**config.mk**
```make
export PLATFORM = sky130hd
export DESIGN_NAME = clock_with_schedule_alarm_match_top
export DESIGN_NICKNAME = d
export VERILOG_FILES = /design/src/hdl/cwsam_pkg.sv /design/src/hdl/cwsam_ctrl.sv /design/src/hdl/cwsam_dpath.sv /design/src/hdl/clock_with_schedule_alarm_match_top.sv
export SDC_FILE = /design/constraint.sdc
export NUM_CORES = 1
export LEC_CHECK = 0
export ABC_AREA = 1
export BUFFER_PORTS_ARGS = -buffer_cell sky130_fd_sc_hd__clkbuf_2
export CAP_MARGIN = 20
export CELL_PAD_IN_SITES_DETAIL_PLACEMENT = 1
export CELL_PAD_IN_SITES_GLOBAL_PLACEMENT = 1
export CORE_MARGIN = 2
export CORE_UTILIZATION = 43
export DETAILED_ROUTE_END_ITERATION = 6
export MAX_ROUTING_LAYER = met4
export PLACE_DENSITY_LB_ADDON = 0.1
export SETUP_SLACK_MARGIN = 0.4
export SYNTH_ARGS = -nofsm -noshare
export SYNTH_HDL_FRONTEND = slang
export SYNTH_SLANG_ARGS = --single-unit
export TNS_END_PERCENT = 5
```
**constraint.sdc**
```tcl
create_clock -name i_clk -period 2 [get_ports i_clk]
set_input_delay 0.1 -clock i_clk [delete_from_list [all_inputs] [get_ports i_clk]]
set_output_delay 0.1 -clock i_clk [all_outputs]
set_load 0.01 [all_outputs]
```
**src/hdl/cwsam_pkg.sv**
```systemverilog
// Shared constants, state encoding and control structs for the schedule clock.
`timescale 1ns / 1ps

package cwsam_pkg;

    localparam int C_MAX_SLOTS     = 9;
    localparam int C_SECS_PER_MIN  = 60;
    localparam int C_MINS_PER_HOUR = 60;
    localparam int C_HOURS_PER_DAY = 24;

    localparam int C_SEC_W   = 6;
    localparam int C_MIN_W   = 6;
    localparam int C_HOUR_W  = 5;
    localparam int C_UNITS_W = 8;
    localparam int C_IDX_W   = 4;
    localparam int C_SLOT_W  = 4;
    localparam int C_CFG_W   = 4;

    // Input item kind carried in tuser.
    localparam logic C_OP_TICK  = 1'b0;
    localparam logic C_OP_WRITE = 1'b1;

    typedef enum logic [1:0] {
        ST_IDLE,
        ST_SCAN,
        ST_OUT
    } t_state;

    typedef struct packed {
        logic tick;      // accept a one-second tick
        logic write;     // accept a slot write
        logic scan_run;  // step the schedule scan
    } t_cmd;

    typedef struct packed {
        logic tick_rolls;  // the current time is at the last second of a minute
        logic scan_done;   // the scan has found a match or run out of slots
    } t_status;

endpackage

```
**src/hdl/cwsam_ctrl.sv**
```systemverilog
// Control state machine that sequences tick, write, schedule scan and result transfer.
`timescale 1ns / 1ps

module cwsam_ctrl (
    input  logic                i_clk,
    input  logic                i_rst_n,
    input  logic                i_s_tvalid,
    input  logic                i_op,
    output logic                o_s_tready,
    output logic                o_m_tvalid,
    input  logic                i_m_tready,
    output cwsam_pkg::t_cmd     o_cmd,
    input  cwsam_pkg::t_status  i_status
);

    cwsam_pkg::t_state r_state;
    cwsam_pkg::t_state n_state;

    always_ff @(posedge i_clk) begin
        if (!i_rst_n) begin
            r_state <= cwsam_pkg::ST_IDLE;
        end else begin
            r_state <= n_state;
        end
    end

    always_comb begin
        n_state = r_state;
        case (r_state)
            cwsam_pkg::ST_IDLE: begin
                if (i_s_tvalid) begin
                    if (i_op == cwsam_pkg::C_OP_TICK && i_status.tick_rolls) begin
                        n_state = cwsam_pkg::ST_SCAN;
                    end else begin
                        n_state = cwsam_pkg::ST_OUT;
                    end
                end
            end
            cwsam_pkg::ST_SCAN: begin
                if (i_status.scan_done) begin
                    n_state = cwsam_pkg::ST_OUT;
                end
            end
            cwsam_pkg::ST_OUT: begin
                if (i_m_tready) begin
                    n_state = cwsam_pkg::ST_IDLE;
                end
            end
            default: begin
                n_state = cwsam_pkg::ST_IDLE;
            end
        endcase
    end

    always_comb begin
        o_s_tready     = 1'b0;
        o_m_tvalid     = 1'b0;
        o_cmd.tick     = 1'b0;
        o_cmd.write    = 1'b0;
        o_cmd.scan_run = 1'b0;
        case (r_state)
            cwsam_pkg::ST_IDLE: begin
                o_s_tready  = 1'b1;
                o_cmd.tick  = i_s_tvalid && (i_op == cwsam_pkg::C_OP_TICK);
                o_cmd.write = i_s_tvalid && (i_op == cwsam_pkg::C_OP_WRITE);
            end
            cwsam_pkg::ST_SCAN: begin
                o_cmd.scan_run = 1'b1;
            end
            cwsam_pkg::ST_OUT: begin
                o_m_tvalid = 1'b1;
            end
            default: begin
                o_s_tready = 1'b0;
            end
        endcase
    end

endmodule

```
**src/hdl/cwsam_dpath.sv**
```systemverilog
// Datapath: time counters, schedule memory with valid bits, scan counter and result registers.
`timescale 1ns / 1ps

module cwsam_dpath #(
    parameter int MAX_SLOTS = cwsam_pkg::C_MAX_SLOTS
) (
    input  logic                              i_clk,
    input  logic                              i_rst_n,
    input  cwsam_pkg::t_cmd                   i_cmd,
    output cwsam_pkg::t_status                o_status,
    input  logic                              i_cfg_we,
    input  logic [cwsam_pkg::C_CFG_W-1:0]     i_cfg_wdata,
    input  logic [cwsam_pkg::C_IDX_W-1:0]     i_slot_index,
    input  logic [cwsam_pkg::C_HOUR_W-1:0]    i_slot_hour,
    input  logic [cwsam_pkg::C_MIN_W-1:0]     i_slot_minute,
    input  logic [cwsam_pkg::C_UNITS_W-1:0]   i_slot_units,
    output logic [cwsam_pkg::C_SEC_W-1:0]     o_seconds_now,
    output logic [cwsam_pkg::C_MIN_W-1:0]     o_minutes_now,
    output logic [cwsam_pkg::C_HOUR_W-1:0]    o_hours_now,
    output logic                              o_minute_rollover,
    output logic [cwsam_pkg::C_SLOT_W-1:0]    o_match_slot,
    output logic [cwsam_pkg::C_UNITS_W-1:0]   o_match_units
);

    localparam int AW = (MAX_SLOTS > 1) ? $clog2(MAX_SLOTS) : 1;
    localparam int CW = $clog2(MAX_SLOTS + 1);
    localparam int UW = cwsam_pkg::C_UNITS_W;
    localparam int MW = cwsam_pkg::C_MIN_W;
    localparam int HW = cwsam_pkg::C_HOUR_W;
    localparam int EW = HW + MW + UW;

    // Time counters.
    logic [cwsam_pkg::C_SEC_W-1:0]  r_sec;
    logic [MW-1:0]                  r_min;
    logic [HW-1:0]                  r_hr;
    logic                           sec_last;
    logic                           min_last;
    logic                           hr_last;

    assign sec_last = (r_sec == cwsam_pkg::C_SEC_W'(cwsam_pkg::C_SECS_PER_MIN - 1));
    assign min_last = (r_min == MW'(cwsam_pkg::C_MINS_PER_HOUR - 1));
    assign hr_last  = (r_hr == HW'(cwsam_pkg::C_HOURS_PER_DAY - 1));

    always_ff @(posedge i_clk) begin
        if (!i_rst_n) begin
            r_sec <= '0;
            r_min <= '0;
            r_hr  <= '0;
        end else if (i_cmd.tick) begin
            if (sec_last) begin
                r_sec <= '0;
                if (min_last) begin
                    r_min <= '0;
                    r_hr  <= hr_last ? '0 : r_hr + HW'(1);
                end else begin
                    r_min <= r_min + MW'(1);
                end
            end else begin
                r_sec <= r_sec + cwsam_pkg::C_SEC_W'(1);
            end
        end
    end

    // Active slot count register.
    logic [cwsam_pkg::C_CFG_W-1:0] r_active;
    logic [CW-1:0]                 limit;

    always_ff @(posedge i_clk) begin
        if (!i_rst_n) begin
            r_active <= '0;
        end else if (i_cfg_we) begin
            r_active <= i_cfg_wdata;
        end
    end

    assign limit = (32'(r_active) > MAX_SLOTS) ? CW'(MAX_SLOTS) : CW'(r_active);

    // Schedule memory; an entry never written reads as all zero through its valid bit.
    logic [EW-1:0]        mem [MAX_SLOTS];
    logic [MAX_SLOTS-1:0] r_valid;
    logic [EW-1:0]        r_rd_data;
    logic                 r_rd_ok;
    logic                 wr_ok;
    logic [AW-1:0]        wr_addr;
    logic [CW-1:0]        r_rd_idx;
    logic                 rd_en;

    assign wr_ok   = i_cmd.write && (32'(i_slot_index) < MAX_SLOTS);
    assign wr_addr = AW'(i_slot_index);
    assign rd_en   = i_cmd.scan_run && (r_rd_idx < limit);

    always_ff @(posedge i_clk) begin
        if (wr_ok) begin
            mem[wr_addr] <= {i_slot_hour, i_slot_minute, i_slot_units};
        end
        if (rd_en) begin
            r_rd_data <= mem[r_rd_idx[AW-1:0]];
            r_rd_ok   <= r_valid[r_rd_idx[AW-1:0]];
        end
    end

    always_ff @(posedge i_clk) begin
        if (!i_rst_n) begin
            r_valid <= '0;
        end else if (wr_ok) begin
            r_valid[wr_addr] <= 1'b1;
        end
    end

    // Scan: one read issued per cycle, compared in the cycle after it is issued.
    logic [AW-1:0] r_cmp_idx;
    logic          r_cmp_vld;
    logic          r_found;
    logic          hit;
    logic [HW-1:0] ent_hour;
    logic [MW-1:0] ent_min;
    logic [UW-1:0] ent_units;

    assign ent_hour  = r_rd_ok ? r_rd_data[EW-1 -: HW] : '0;
    assign ent_min   = r_rd_ok ? r_rd_data[UW +: MW] : '0;
    assign ent_units = r_rd_ok ? r_rd_data[UW-1:0] : '0;
    assign hit       = r_cmp_vld && !r_found && (ent_hour == r_hr) && (ent_min == r_min);

    always_ff @(posedge i_clk) begin
        if (rd_en) begin
            r_cmp_idx <= r_rd_idx[AW-1:0];
        end
    end

    logic                          r_roll;
    logic [cwsam_pkg::C_SLOT_W-1:0] r_mslot;
    logic [UW-1:0]                 r_munits;

    always_ff @(posedge i_clk) begin
        if (!i_rst_n) begin
            r_rd_idx  <= '0;
            r_cmp_vld <= 1'b0;
            r_found   <= 1'b0;
            r_roll    <= 1'b0;
            r_mslot   <= '0;
            r_munits  <= '0;
        end else if (i_cmd.tick || i_cmd.write) begin
            r_rd_idx  <= '0;
            r_cmp_vld <= 1'b0;
            r_found   <= 1'b0;
            r_roll    <= i_cmd.tick && sec_last;
            r_mslot   <= '0;
            r_munits  <= '0;
        end else if (i_cmd.scan_run) begin
            if (rd_en) begin
                r_rd_idx <= r_rd_idx + CW'(1);
            end
            r_cmp_vld <= rd_en;
            if (hit) begin
                r_found  <= 1'b1;
                r_mslot  <= cwsam_pkg::C_SLOT_W'(32'(r_cmp_idx) + 1);
                r_munits <= ent_units;
            end
        end
    end

    assign o_status.tick_rolls = sec_last;
    assign o_status.scan_done  = r_found || (!r_cmp_vld && (r_rd_idx >= limit));

    assign o_seconds_now     = r_sec;
    assign o_minutes_now     = r_min;
    assign o_hours_now       = r_hr;
    assign o_minute_rollover = r_roll;
    assign o_match_slot      = r_mslot;
    assign o_match_units     = r_munits;

endmodule

```
**src/hdl/clock_with_schedule_alarm_match_top.sv**
```systemverilog
// Top level of the real-time clock with schedule table matching.
`timescale 1ns / 1ps

// Channel   Dir  Handshake                  Payload
// s         in   i_s_tvalid / o_s_tready    i_s_tdata (slot write fields), i_s_tuser (op)
// m         out  o_m_tvalid / i_m_tready    o_m_tdata (time, rollover, match)
// cfg       in   i_cfg_we                   i_cfg_wdata (active_entries)
//
// A write, or a tick that does not complete a minute, can make its result transfer in the cycle
// after the input transfer. A tick that completes a minute first scans L = min(active_entries,
// MAX_SLOTS) slots, one read per cycle with each read compared in the cycle after it, and
// stops at the first matching slot or after the last, before its result can transfer.
// Reset is synchronous and active low; per-slot valid bits make the table read as cleared.
// One item is in flight: input stalls until the result transfer, which holds while stalled.

module clock_with_schedule_alarm_match_top #(
    parameter int MAX_SLOTS = cwsam_pkg::C_MAX_SLOTS
) (
    input  logic        i_clk,
    input  logic        i_rst_n,
    // Input stream.
    input  logic        i_s_tvalid,
    output logic        o_s_tready,
    // [3:0] slot_index, [8:4] slot_hour, [14:9] slot_minute, [22:15] slot_units, [23] zero
    input  logic [23:0] i_s_tdata,
    // [0] op
    input  logic [0:0]  i_s_tuser,
    // Result stream.
    output logic        o_m_tvalid,
    input  logic        i_m_tready,
    // [5:0] seconds_now, [11:6] minutes_now, [16:12] hours_now, [17] minute_rollover,
    // [21:18] match_slot, [29:22] match_units, [31:30] zero
    output logic [31:0] o_m_tdata,
    // Configuration write of active_entries.
    input  logic        i_cfg_we,
    input  logic [3:0]  i_cfg_wdata
);

    cwsam_pkg::t_cmd    cmd;
    cwsam_pkg::t_status status;

    logic [cwsam_pkg::C_SEC_W-1:0]   seconds_now;
    logic [cwsam_pkg::C_MIN_W-1:0]   minutes_now;
    logic [cwsam_pkg::C_HOUR_W-1:0]  hours_now;
    logic                            minute_rollover;
    logic [cwsam_pkg::C_SLOT_W-1:0]  match_slot;
    logic [cwsam_pkg::C_UNITS_W-1:0] match_units;

    // The controller decides when a transfer is taken and when the scan runs.
    cwsam_ctrl u_ctrl (
        .i_clk      (i_clk),
        .i_rst_n    (i_rst_n),
        .i_s_tvalid (i_s_tvalid),
        .i_op       (i_s_tuser[0]),
        .o_s_tready (o_s_tready),
        .o_m_tvalid (o_m_tvalid),
        .i_m_tready (i_m_tready),
        .o_cmd      (cmd),
        .i_status   (status)
    );

    // The datapath keeps the time, the table and the result registers; the result fields
    // stay put between transfers because they change only on a new input transfer or scan.
    cwsam_dpath #(
        .MAX_SLOTS (MAX_SLOTS)
    ) u_dpath (
        .i_clk             (i_clk),
        .i_rst_n           (i_rst_n),
        .i_cmd             (cmd),
        .o_status          (status),
        .i_cfg_we          (i_cfg_we),
        .i_cfg_wdata       (i_cfg_wdata),
        .i_slot_index      (i_s_tdata[3:0]),
        .i_slot_hour       (i_s_tdata[8:4]),
        .i_slot_minute     (i_s_tdata[14:9]),
        .i_slot_units      (i_s_tdata[22:15]),
        .o_seconds_now     (seconds_now),
        .o_minutes_now     (minutes_now),
        .o_hours_now       (hours_now),
        .o_minute_rollover (minute_rollover),
        .o_match_slot      (match_slot),
        .o_match_units     (match_units)
    );

    assign o_m_tdata = {2'b00, match_units, match_slot, minute_rollover,
                        hours_now, minutes_now, seconds_now};

`ifndef SYNTHESIS
    // Only one item is in flight, so input and output are never open together.
    a_one_in_flight: assert property (@(posedge i_clk) disable iff (!i_rst_n)
        !(o_s_tready && o_m_tvalid))
        else $error("input ready while a result is pending");

    // A reported match can only come from a tick that completed a minute.
    a_match_needs_roll: assert property (@(posedge i_clk) disable iff (!i_rst_n)
        (o_m_tvalid && (o_m_tdata[21:18] != 4'd0)) |-> o_m_tdata[17])
        else $error("match reported without minute rollover");

    // A slot write leaves the time untouched.
    a_write_keeps_time: assert property (@(posedge i_clk) disable iff (!i_rst_n)
        (i_s_tvalid && o_s_tready && i_s_tuser[0]) |=> $stable(o_m_tdata[16:0]))
        else $error("slot write moved the clock");

    // A write result never carries rollover or match information.
    a_write_result_clean: assert property (@(posedge i_clk) disable iff (!i_rst_n)
        (i_s_tvalid && o_s_tready && i_s_tuser[0]) |=> (o_m_tdata[29:17] == 13'd0))
        else $error("slot write produced rollover or match fields");
`endif

endmodule
```
## Word level (Yosys, flattened, before mapping)

Memories as Yosys holds them, arrays and structs flattened. A register that Yosys moved wholly into a read port is not among the register bits.
Cells that the tools add are included.
Widths: inputs -> output; s select.

| storage, ports and cells | value |
|---|---|
| register bits after elaboration | 56 |
| bits in writable memories | 171 |
| input bits | 34 |
| output and inout bits | 34 |
| logic and storage cells | 84 |
| memories kept | 1 |

Memories:

| name | depth | bits a word | rd ports | clocked after memory_dff | write ports | line | text |
|---|---|---|---|---|---|---|---|
| u_dpath.mem | 9 | 19 | 1 | 1 | 1 | cwsam_dpath.sv:79 | `logic [EW-1:0] mem [MAX_SLOTS];` |

| cells by class | value |
|---|---|
| $add $sub $neg | 5 |
| order comparisons | 7 |
| equal/unequal tests | 10 |
| muxes and demuxes | 22 |
| bitwise operators | 3 |
| reductions and logical operators | 22 |

Operators with widths:

| kind | count |
|---|---|
| $mux 6 | 3 |
| $add 6x1->6 const B | 2 |
| $eq 6x6->1 const B | 2 |
| $logic_and 1x1->1 | 11 |
| $lt 4x5->1 const B | 2 |
| $mux 2 | 5 |
| $mux 5 | 2 |
| $or 9x9->9 | 1 |
| $add 4x1->4 const B | 2 |
| $mux 8 | 1 |
| $mux 1 | 7 |
| $eq 6x6->1 | 1 |
| $ne 2x2->1 const B | 3 |
| $pmux 2 s3 | 1 |
| $reduce_and 2->1 | 3 |
| $reduce_and 3->1 | 2 |
| $add 5x1->5 const B | 1 |
| $eq 5x5->1 | 1 |
| $eq 5x5->1 const B | 1 |
| $bmux 1 s4 | 1 |
| $demux 1 s4 | 1 |
| $ge 4x1->1 const B | 1 |
| $ge 4x4->1 | 1 |
| $gt 4x4->1 const B | 1 |
| other kinds (10) | 13 |

## Depth between registers and ports, before layout

Gate-level depths: netlist (run 1).

| depth | value |
|---|---|
| word-level depth | 7 |
| depth in mapped cells | 11 |
| mapped depth without buffers | 10 |

## Cells and area by module

Synthesis (run 1) repeated with hierarchy kept, for this count alone.

| second synthesis, totals | value |
|---|---|
| cells, all modules | 960 |
| area, all modules | 10251.1 µm² |

By module, submodules not included:

| module | times used | cells an instance | area an instance (µm²) | seq. area each (µm²) |
|---|---|---|---|---|
| cwsam_dpath | 1 | 930 | 10080.9 | 6836.6 |
| cwsam_ctrl | 1 | 26 | 143.9 | 40.0 |
| clock_with_schedule_alarm_match_top | 1 | 4 | 26.3 | 0.0 |

## Worst setup path before layout (run 1)

No wires, ideal clock.

| timing | value |
|---|---|
| path kind | register to register |
| from | reg u_dpath.r_rd_idx[0] |
| to | reg u_dpath.r_cmp_idx[0] (enable) |
| setup time | 0.381 ns |
| arrival time | 1.800 ns |
| required time | 1.619 ns |
| path slack | -0.181 ns |
| cell stages (with the launch flop) | 9 |
| buffers on the path | 2 |
| period minus slack after synthesis | 2.181 ns |
| cells stage by stage | dfxtp_1 -> buf_2 -> inv_2 -> buf_2 -> ha_1 -> o21bai_1 -> nand3_1 -> nand3_1 -> inv_1 |

| between the ends | value |
|---|---|
| longest elaborated chain between the ends | 2 |

RTL lines:

| element | line | text |
|---|---|---|
| from (decl) | cwsam_dpath.sv:85 | `logic [CW-1:0] r_rd_idx;` |
| from (signal assigned) | cwsam_dpath.sv:151 | `r_rd_idx <= r_rd_idx + CW'(1);` |
| $lt 4x4->1 | cwsam_dpath.sv:90 | `assign rd_en = i_cmd.scan_run && (r_rd_idx < limit);` |
| $logic_and 1x1->1 | cwsam_dpath.sv:90 |  |
| named net u_dpath.rd_en | cwsam_dpath.sv:86 | `logic rd_en;` |
| to (signal assigned) | cwsam_dpath.sv:126 | `r_cmp_idx <= r_rd_idx[AW-1:0];` |
| to (decl) | cwsam_dpath.sv:111 | `logic [AW-1:0] r_cmp_idx;` |

The timed path passes the listed nets, and every way through them passes these cells.
A chain may end at the register's enable or synchronous reset.

## Worst setup path in the final report (run 1)

| timing | value |
|---|---|
| from | reg u_dpath.r_active[2] (netlist bit) |
| to | reg u_dpath.r_rd_data[5], read port of u_dpath.mem (enable) |

| between the ends | value |
|---|---|
| longest elaborated chain between the ends | 4 |

RTL lines:

| element | line | text |
|---|---|---|
| from (decl) | cwsam_dpath.sv:65 | `logic [cwsam_pkg::C_CFG_W-1:0] r_active;` |
| from (signal assigned) | cwsam_dpath.sv:72 | `r_active <= i_cfg_wdata;` |
| $gt 4x4->1 | cwsam_dpath.sv:76 | `assign limit = (32'(r_active) > MAX_SLOTS) ? CW'(MAX_SLOTS) : CW'(r_active);` |
| $mux 4 (*) | cwsam_dpath.sv:76 |  |
| $lt 4x4->1 (*) | cwsam_dpath.sv:90 |  |
| $logic_and 1x1->1 (*) | cwsam_dpath.sv:90 |  |
| named net u_dpath.rd_en | cwsam_dpath.sv:86 |  |
| to (decl) | cwsam_dpath.sv:81 | `logic [EW-1:0] r_rd_data;` |

Mark *: on every way through the listed nets, which the timed path passes. The rest lies on a longest branch.

==> results of run 1 <==
## sequential cells by signal, summed over array words and instances (netlist names)
signal	count
u_dpath.mem	171
u_dpath.r_rd_data	19
u_dpath.r_valid	9
u_dpath.o_match_units	8
u_dpath.o_minutes_now	6
u_dpath.o_seconds_now	6
u_dpath.o_hours_now	5
u_dpath.o_match_slot	4
u_dpath.r_active	4
u_dpath.r_cmp_idx	4
u_dpath.r_rd_idx	4
u_ctrl.r_state	2
u_dpath.o_minute_rollover	1
u_dpath.r_cmp_vld	1
u_dpath.r_found	1
u_dpath.r_rd_ok	1
## layer usage
metal / wire [um] / global-route usage [%]
met3: 795 / 2.96
met5: 0 / -
met2: 12600 / 36.7
met1: 11500 / 27.1
met4: 593 / 5.71
## power by group through the flow
stage	combinational [mW]	sequential, mW	clock, mW
5_1_grt	0.952	5.65	4.66
6_report	0.849	5.65	4.36
4_1_cts	0.834	5.65	4.48
3_5_place_dp	0.769	5.76	0
2_1_floorplan	0.461	5.75	0
3_3_place_gp	0.752	5.75	0
## final timing paths
path / startpoint / to / slack [ps] / depth (start not counted)
worst max register to register: u_dpath.r_active[2]$_SDFFE_PN0P_ / u_dpath.r_rd_data[5]$_DFFE_PP_ / 170 / 9
worst max-delay path: u_dpath.r_active[2]$_SDFFE_PN0P_ / u_dpath.r_rd_data[5]$_DFFE_PP_ / 170 / 9
worst min register to register: u_dpath.r_valid[5]$_SDFFE_PN0P_ / u_dpath.r_valid[5]$_SDFFE_PN0P_ / 460 / 2
worst min-delay path: i_rst_n / u_dpath.o_minute_rollover$_SDFFE_PN0P_ / 70 / 3
## repair_timing
action,4_1_cts,5_1_grt
resized for setup,0,12
gates cloned,0,1
pin swaps,0,1
hold endpoints to repair,185,0
setup buffers,0,0
hold buffers,39,0
endpoints found under the setup margin,195,251
## critical path: stages (launching register included)
cell and delay [ps]:
sky130_fd_sc_hd__dfxtp_2 340, sky130_fd_sc_hd__o21ai_2 150, sky130_fd_sc_hd__nand2_1 80, sky130_fd_sc_hd__ha_1 320
sky130_fd_sc_hd__inv_1 70, sky130_fd_sc_hd__o21bai_1 70, sky130_fd_sc_hd__nand3_1 120, sky130_fd_sc_hd__nand3_2 110
sky130_fd_sc_hd__clkinvlp_4 100, sky130_fd_sc_hd__buf_12 170
## layout by cell type, fill, tap and decap left out, drive strengths merged
master / synthesis / routed
nor4: 1 / 1
a211oi: 1 / 1
o21ai: 89 / 89
nor3b: 2 / 2
nor2: 152 / 152
nand3: 63 / 63
and3: 1 / 1
o221ai: 28 / 28
clkbuf: 27 / 96
ha: 9 / 9
o22ai: 2 / 2
inv: 57 / 57
o21bai: 1 / 1
clkinvlp: 0 / 2
clkinv: 1 / 14
conb: 1 / 2
a22oi: 1 / 1
o211ai: 11 / 11
dlygate4sd3: 0 / 39
nor3: 3 / 3
o31ai: 1 / 1
dfxtp: 51 / 51
buf: 20 / 34
nand4: 10 / 10
a21oi: 39 / 39
nand3b: 2 / 2
diode: 0 / 1
xnor2: 1 / 1
nand2: 154 / 154
edfxtp: 195 / 195
xor2: 8 / 8
## logic make-up (layout without fill, tap and decap cells)
family                     Yosys count  after routing
other                                1              3
and+or+nand+nor                    388            388
buffers and inverters              105            242
xor gates and xnor gates             9              9
AOI/OAI and AO/OA                  173            173
DFF                                246            246
adders and majority gates            9              9
## final cells by class
class,instances,share of cell area [%]
Clock buffer,32,5.64
Multi-Input combinational cell,581,23.4
Clock inverter,15,0.589
Timing Repair Buffer,137,9.40
Sequential cell,246,55.9
Antenna cell,1,0.0203
Inverter,58,1.84
Tap cell,319,3.24
==> impl.org, run 1 <==
** Status
- The flow ran to the end, and the final reports show no timing, DRC or antenna violations.

** Die
- Core Area :: 23300 um2
- Cell row count :: 56
- The die covers 24900 um2.
- Initial core utilization :: 43.5%
- Y dimension of the die :: approximately 160 um
- X dimension of the die :: 158 um
- Number of placed I/O pins :: 68

** Synth
- The portion of synthesized area spent on multiplexers is 0%.
- The cell count after synthesis came out at approximately 930.
- The largest total area in the synthesized netlist belongs to sky130_fd_sc_hd__edfxtp_1.
- Yosys mapped the design onto 37 distinct sky130hd cell types.
- Post-synthesis sequential element count :: 246
- Of the total synthesized cell area, the portion taken by full adders, half adders and majority gates is 1.11%.
- For this run, the leading register cell type out of synthesis is sky130_fd_sc_hd__edfxtp_1.
- Summing every instance area after synthesis gives 10200 um2.
- For this run, the register share of the synthesized area comes to 67.7%.
- Simple-gate area share of the yosys netlist :: approximately 16%
- YS warnings :: 0
- Avg Cell Area, Syn :: 10.9 um2
- The synthesized design devotes to its leading area cell type between 50% and 60% of total area.
- Top cells by count, synth :: sky130_fd_sc_hd__edfxtp_1, sky130_fd_sc_hd__nand2_1, sky130_fd_sc_hd__nor2_1, sky130_fd_sc_hd__o21ai_0, sky130_fd_sc_hd__nand3_1
- Summing the areas of all compound-gate instances in the mapped netlist gives under 10% of the synthesized area.
- Number of flops mapped to enable cells by yosys :: between 150 and 200
- Summing the areas of all xor and xnor instances in the mapped netlist gives 0.776% of the synthesized area.
- In the synthesized netlist the async set-or-reset flop fraction comes to 0%.
- Largest cells by area after synthesis :: sky130_fd_sc_hd__edfxtp_1, sky130_fd_sc_hd__dfxtp_1, sky130_fd_sc_hd__nand2_1
- Most numerous cell in the Yosys netlist :: sky130_fd_sc_hd__edfxtp_1
- Combinational family with the most area after synthesis :: simple AND/OR/NAND/NOR gates

** Drt
- Once detail routing completed, the nets flagged for antenna violations numbered 0.
- Remaining DRCs :: 0
- Summed over all layers, the routed wires come to 25.6 mm.
- For this block, the via count after detailed routing is 7232.
- DRC violation total after the first TritonRoute iteration :: approximately 400
- In the routed layout, each cell is associated on average with a via count of between 5 and 6.
- Drt pass-1 iters :: 4
- In the final routed layout, each cell accounts on average for 18.4 um.

** Setup path
- Data arrives at the worst endpoint at 2060 ps.
- Of all nets on the critical path, the largest fanout is 27.
- At the worst endpoint, the required time is approximately 2200 ps.
- Kind of start point of the critical path :: register
- Kind of end point of the critical path :: register
- The setup path with the least slack is of type register to register.

** Timing
- The number of endpoints with negative hold slack in the final report was 0.
- Post-layout minimum cycle time :: 1830 ps
- Once routing completed, OpenROAD measured the worst setup slack at 168 ps.
- The number of pins with negative max-slew slack in the final report is 0.
- For this run, the top clock speed supported by timing is 0.546 GHz.
- Between clock sinks in the finished design, the worst skew comes to 11.6 ps.
- Sum Neg Setup Slack :: 0 ps
- Setup violations remaining at the end of the flow were counted as 0.
- Share of the clock period used by the worst path :: just over 90%
- Unrepaired setup endpoints after global routing :: true
- Final hold analysis gives a worst-case slack of 72.9 ps.

** Power and ir drop
- Part of the total power dissipated in the clock network :: 40.1%
- The worst-case IR drop observed on VDD is 0.000716 V.
- For this design the static power due to leakage is 4.54 nW.
- Net switching is between 20% and 30% of the power.
- Sum of internal, switching and leakage power :: 10.9 mW
- In this run the power spent charging and discharging nets is 2.49 mW.
- Dividing total power by cell area gives a power density of ~900 nW/um2.
- Cell internal power was estimated by the tool at between 8 and 9 mW.
- Share of power burned in combinational logic :: 7.8%
- The share of total power dissipated in sequential elements is 52.0%.

** Placed design
- Once placement completed, the tool counted placed cells totaling ~1300.
- Post-Place Cell Area :: 11100 um2
- The congestion estimate from routability-driven global placement came to 0.800.
- DP HPWL :: approximately 16 mm
- Post-placement setup slack :: 208 ps
- Port Buf Inserts :: between 60 and 70

** Layout
- Summing all flip-flop and latch instances after layout gives 6880 um2.
- Area used by multi-input combinational logic :: 2880 um2
- Cells with a size suffix above 1 make up approximately 16% of the layout.
- For this run, the number of standard cells in the final layout without fillers is 1389.
- Final cell utilization of the core :: 52.8%
- From synthesis to final layout, the design area changed by 21.3%.
- The net count of the finished layout is 1094.
- Fill cells in the final layout number 2501.
- After routing the design area is 12300 um2.

** Clocking
- The clock reaches the later pin of the worst-skew pair after 530 ps.
- In this run the deepest clock path goes through 3 buffers.
- In this run the number of H-tree levels came out at 1.
- Clock Pin Slew Worst Setup and Hold Paths :: 60 ps
- Clock tree sinks :: 246
- Number of buffers added by the clock tree synthesis step :: 27
- Clock root buffer :: sky130_fd_sc_hd__clkbuf_16
- TritonCTS built the clock tree.

** Worst hold path
- The tightest min-delay check is of the input port to register type.

** Global routing
- Wire length of the first global-routing pass :: 40.0 mm
- Global routing consumed, over all layers together, a little over a fifth of the routing resources.
- The via count of the first global-routing pass is 7358.
- Entering global routing, the biggest net connects 87 pins.
- The number of antenna violations at the first check in global routing was 1.
- For this run the aggregate overflow at the end of global routing stands at 0.

** Flow run
- The tool flagged a number of max-cap violations equal to 0.
(Power assumes the default switching activity.)
==> run 2: changes to the inputs <==
--- a/config.mk
+++ b/config.mk
@@ -7,3 +7,2 @@
 export LEC_CHECK = 0
-export ABC_AREA = 1
 export BUFFER_PORTS_ARGS = -buffer_cell sky130_fd_sc_hd__clkbuf_2
@@ -13,3 +12,3 @@
 export CORE_MARGIN = 2
-export CORE_UTILIZATION = 43
+export CORE_UTILIZATION = 45
 export DETAILED_ROUTE_END_ITERATION = 6
==> constraint.sdc (replaced) <==
create_clock -name i_clk -period 1.45 [get_ports i_clk]
set_input_delay 0.29 -clock i_clk [delete_from_list [all_inputs] [get_ports i_clk]]
set_output_delay 0.29 -clock i_clk [all_outputs]
set_load 0.01 [all_outputs]
==> run 2 against run 1 <==
Net effect: the run now ends with setup timing left; first-iteration DRC count down 34%; fmax down 5.2%; die area decreased by 7.2%; register-to-register slack got worse by 650 ps; core utilization rose by 6.0 points; sequential power up 35%; clock-buffer cell count increased by 3; routed wire length decreased by 11%; clock power grew 48%; synthesized area shrank 3.1%; combinational power decreased by 53%; highest routed layer unchanged.
==> impl.org, run 2 <==
** Setup path
- In this run the worst setup path begins at u_ctrl.r_state[0]$_SDFFE_PN0P_.
- Following the worst setup path forward leads to its endpoint at u_dpath.o_match_units[7]$_SDFFE_PP0P_.
- For the worst flop-to-flop path, the logic depth is 8.
- Startpoint of the lowest-slack register-to-register path :: u_ctrl.r_state[0]$_SDFFE_PN0P_
- In this run the critical register-to-register path is captured at u_dpath.o_match_units[7]$_SDFFE_PP0P_.
- Kind of start point of the critical path :: register
- Kind of end point of the critical path :: register
- For this run, the slowest stage of the critical path takes 420 ps.
- At the worst endpoint, the required time is 1920 ps.
- The worst setup path is of the register to register kind.
- Slowest CP cell :: sky130_fd_sc_hd__a2111o_1
- Flop-to-flop setup slack :: -480 ps
- Largest driver fanout on the critical path :: 11
- Ordered list of cells on the worst path :: buf_4, nand2b_4, a2111o_1, a2111oi_4, nand4_1, buf_6, or2_2, a21oi_2
- Data arrival, critical path :: 2400 ps

** Synth
- sky130_fd_sc_hd__edfxtp_1 takes more of the synthesized area than any other cell.
- Most numerous cell in the Yosys netlist :: sky130_fd_sc_hd__edfxtp_1
- Adder and majority gate portion of the synthesized area :: 1.14%
- Portion of synthesized cell area occupied by the leading cell type :: 59.5%
- Compound-Gate Fraction of Synth Area :: 4.89%
- Multiplexer cells account for about 13% of the synthesized area.
- Largest cells by area after synthesis :: sky130_fd_sc_hd__edfxtp_1, sky130_fd_sc_hd__dfxtp_1, sky130_fd_sc_hd__mux4_2
- In the synthesized netlist the dominant register cell turns out to be sky130_fd_sc_hd__edfxtp_1.
- Counting flops with a built-in enable in the synthesized netlist gives 195.
- After synthesis, the share of flip-flops with an asynchronous set or reset is 0%.
- The synthesized netlist occupies a cell area of a little under 10000 um2.
- Avg Cell Area, Syn :: 15.9 um2
- Xor and xnor fraction of the mapped netlist area :: under 10%
- Sequential elements use 69.9% of the synthesized area.
- By area, the combinational part of the netlist is dominated by multiplexers.
- Number of library cell types mapped by synthesis :: 52
- After Yosys synthesis, and, or, nand and nor cells account for roughly 8.0% of the synthesized area.
- Ranked by instance count, the synthesized netlist is headed by sky130_fd_sc_hd__edfxtp_1, sky130_fd_sc_hd__nand2_1, sky130_fd_sc_hd__dfxtp_1, sky130_fd_sc_hd__mux4_2, sky130_fd_sc_hd__mux2i_1.
- During synthesis, Yosys emitted a total of 0 warnings.
- Mapped Cells :: 619
- Post-synthesis sequential element count :: approximately 250

** Die
- X dimension of the die :: 152 um
- Cell row count :: 54
- The initial utilization of the core area, before any placement, comes to 45.5%.
- The core region is 21600 um2.
- Number of placed I/O pins :: approximately 70
- Y dimension of the die :: 152 um
- The die covers 23100 um2.

** Timing
- Count of final hold-check violations :: 0
- Of the available clock period, the critical path in the final layout requires 133%.
- Counting I/O delays and the setup requirement, the final critical path takes approximately 1900 ps.
- Once routing completed, OpenROAD measured the worst setup slack at -483 ps.
- The tightest hold path in the finished design has a slack of around 32 ps.
- The number of pins with negative max-slew slack in the final report came to 0.
- Final setup violation count :: 250
- Setup repair after global routing could not meet its margin everywhere.
- Highest clock rate :: 0.517 GHz
- Clock Skew :: between 15 and 20 ps

** Power and ir drop
- Net switching power of the design :: approximately 2.9 mW
- Net switching is between 20 and 25% of the power.
- Across the VDD grid, the largest voltage drop is 0.000883 V.
- Design internal power :: between 10 and 15 mW
- Portion of total power attributed to sequential cells :: 52.7%
- Leakage dissipation :: 4.33 nW
- Combinational logic is responsible for 2.8% of the overall power.
- Part of the total power dissipated in the clock network :: roughly 45%
- Power spread over the standard cell area amounts to between 1000 and 1500 nW/um2.

** Global routing
- The total overflow left after global routing is 0.
- Via count of the first global-routing pass :: ~6300
- Global routing used 20.3% of the available tracks across all layers.
- The first global-routing pass estimated roughly 36 mm of wire.
- Entering global routing, the biggest net connects 43 pins.
- The number of antenna violations at the first check in global routing is 0.

** Worst hold path
- The path class of the tightest hold or removal check is input port to register.

** Layout
- The register with the most flip-flops in the final layout is u_dpath.mem.
- Number of flip-flops in the largest register :: around 170
- Layout filler cell count :: 1994
- Leaving out fill and tap cells, the most frequent cell in the layout is sky130_fd_sc_hd__edfxtp_1.
- Antenna Cells :: 0
- In the final layout, the registers with the most flip-flops are u_dpath.mem (171), u_dpath.r_rd_data (19), u_dpath.r_valid (9).
- Compared with the post-synthesis result, the final layout area differs by 29.0%.
- Layout Nets :: 816
- In the layout the commonest cells are sky130_fd_sc_hd__edfxtp_1, sky130_fd_sc_hd__nand2_1, sky130_fd_sc_hd__clkbuf_2.
- The post-route netlist has 39.2% of its cells at a drive strength greater than 1.

** Drt
- Before antenna repair, the detailed router went through 4 iterations.
- In the routed design, unresolved DRC markers number 0.
- The final layout contains routed wiring with a total length of 22.8 mm.
- Across all layers, the routed design uses roughly 5700 vias.
- Vias per inst :: 5.30
- DRC violation total after the first TritonRoute iteration :: 264
- The count of nets left with antenna violations once routing finished came out at 0.
- Mean routed wirelength per cell :: roughly 21 um

** Clocking
- After clock tree synthesis, the clock-pin slew on the worst setup and hold paths is 60 ps.
- Clock root buffer :: sky130_fd_sc_hd__clkbuf_16
- Clock tree sinks :: 246
- Max Root-Sink Buffers :: 3
- The number of clock buffers added by TritonCTS is 27.
- TritonCTS built the clock tree.
- Worst-skew pair later-pin latency :: about 540 ps
- CTS built an H-tree with a depth of 1.

** Placed design
- Timing analysis after detailed placement gives a worst setup slack of -590 ps.
- DP HPWL :: 14.1 mm
- Port Buf Inserts :: 64
- Final weighted congestion of routability-driven global placement :: roughly 0.74

** Status
- The flow ran to the end, but the final reports show violations.
- Violated checks :: setup timing

** Flow run
- The tool flagged a number of max-cap violations equal to 0.
[run 2: layout make-up]
class | instances | area (um2) | area share, %
flip-flops and latches | 246 | 6930 | 54.6
multi-input cells | 331 | 3050 | 24.0
repair buffers | 157 | 1500 | 11.8
clock buffers | 35 | 706 | 5.56
well taps | 280 | 350 | 2.76
clock inverters | 14 | 126 | 0.995
inverters | 10 | 37.5 | 0.296
[run 2: power groups by stage]
stage / combinational (mW) / clock [mW] / sequential (mW)
2_1_floorplan: 0.141 / 0 / 7.80
3_3_place_gp: 0.335 / 0 / 7.79
3_5_place_dp: 0.354 / 0 / 7.80
4_1_cts: 0.392 / 6.63 / 7.64
5_1_grt: 0.437 / 6.85 / 7.64
6_report: 0.399 / 6.46 / 7.64
[run 2: stage by stage]
step / instances / setup TNS, ps / utilization (%) / area (um2) / power, mW
global placement: 1011 / -86920 / 52.1 / 11300 / 8.13
global route: 1073 / -93330 / 58.7 / 12700 / 14.9
floorplan: 620 / -120920 / - / 9930 / 7.94
detailed placement: 1011 / -94650 / 52.1 / 11300 / 8.15
finish: 1073 / -76400 / 58.7 / 12700 / 14.5
CTS: 1066 / -78110 / 57.7 / 12500 / 14.7
[run 2: cell families (layout without fill, tap and decap cells)]
| kind of cell | Yosys count | count (layout) |
|---|---|---|
| AND/OR/NAND/NOR | 153 | 153 |
| buffers and inverters | 43 | 216 |
| AO/OA/AOI/OAI | 76 | 76 |
| XOR/XNOR | 17 | 17 |
| flip-flops | 246 | 246 |
| multiplexers | 74 | 74 |
| adder cells (fa/ha/maj) | 9 | 9 |
| other | 1 | 2 |
[run 2: metal layers]
layer	vias to the layer above	global-route usage, %	wire [um]
met2	124	34.0	11600
met5	-	-	0
met4	0	5.92	521
met3	39	3.05	975
li1	2671	-	-
met1	2851	25.9	9730
[run 2: repair_timing]
| item | 4_1_cts | 5_1_grt |
|---|---|---|
| hold endpoints to repair | 1 | 0 |
| buffers inserted | 3 | 5 |
| setup endpoints to repair | 294 | 295 |
| pin swaps | 19 | 9 |
| gates cloned | 2 | 2 |
| resized for setup | 90 | 56 |
| hold buffers | 1 | 0 |
[run 2: worst max-delay path, delay by kind of cell, from the launching register on]
| family | cells | cell delay [ps] |
|---|---|---|
| buf+inv | 2 | 290 |
| flops | 1 | 330 |
| simple gates | 3 | 500 |
| compound gates | 3 | 740 |
[run 2: how the worst min path moves through the flow]
stage / from / end / slack (ps) / cells past startpoint
after floorplan: i_s_tdata[15] / u_dpath.mem[0][0]$_DFFE_PP_ / 390 / 0
after global placement: u_dpath.r_valid[4]$_SDFFE_PN0P_ / u_dpath.r_valid[4]$_SDFFE_PN0P_ / 440 / 1
after detailed placement: u_dpath.r_valid[6]$_SDFFE_PN0P_ / u_dpath.r_valid[6]$_SDFFE_PN0P_ / 450 / 1
after CTS: i_cfg_wdata[0] / u_dpath.r_active[0]$_SDFFE_PN0P_ / 10 / 3
after global routing: i_cfg_wdata[0] / u_dpath.r_active[0]$_SDFFE_PN0P_ / 10 / 3
final: i_cfg_wdata[0] / u_dpath.r_active[0]$_SDFFE_PN0P_ / 30 / 3
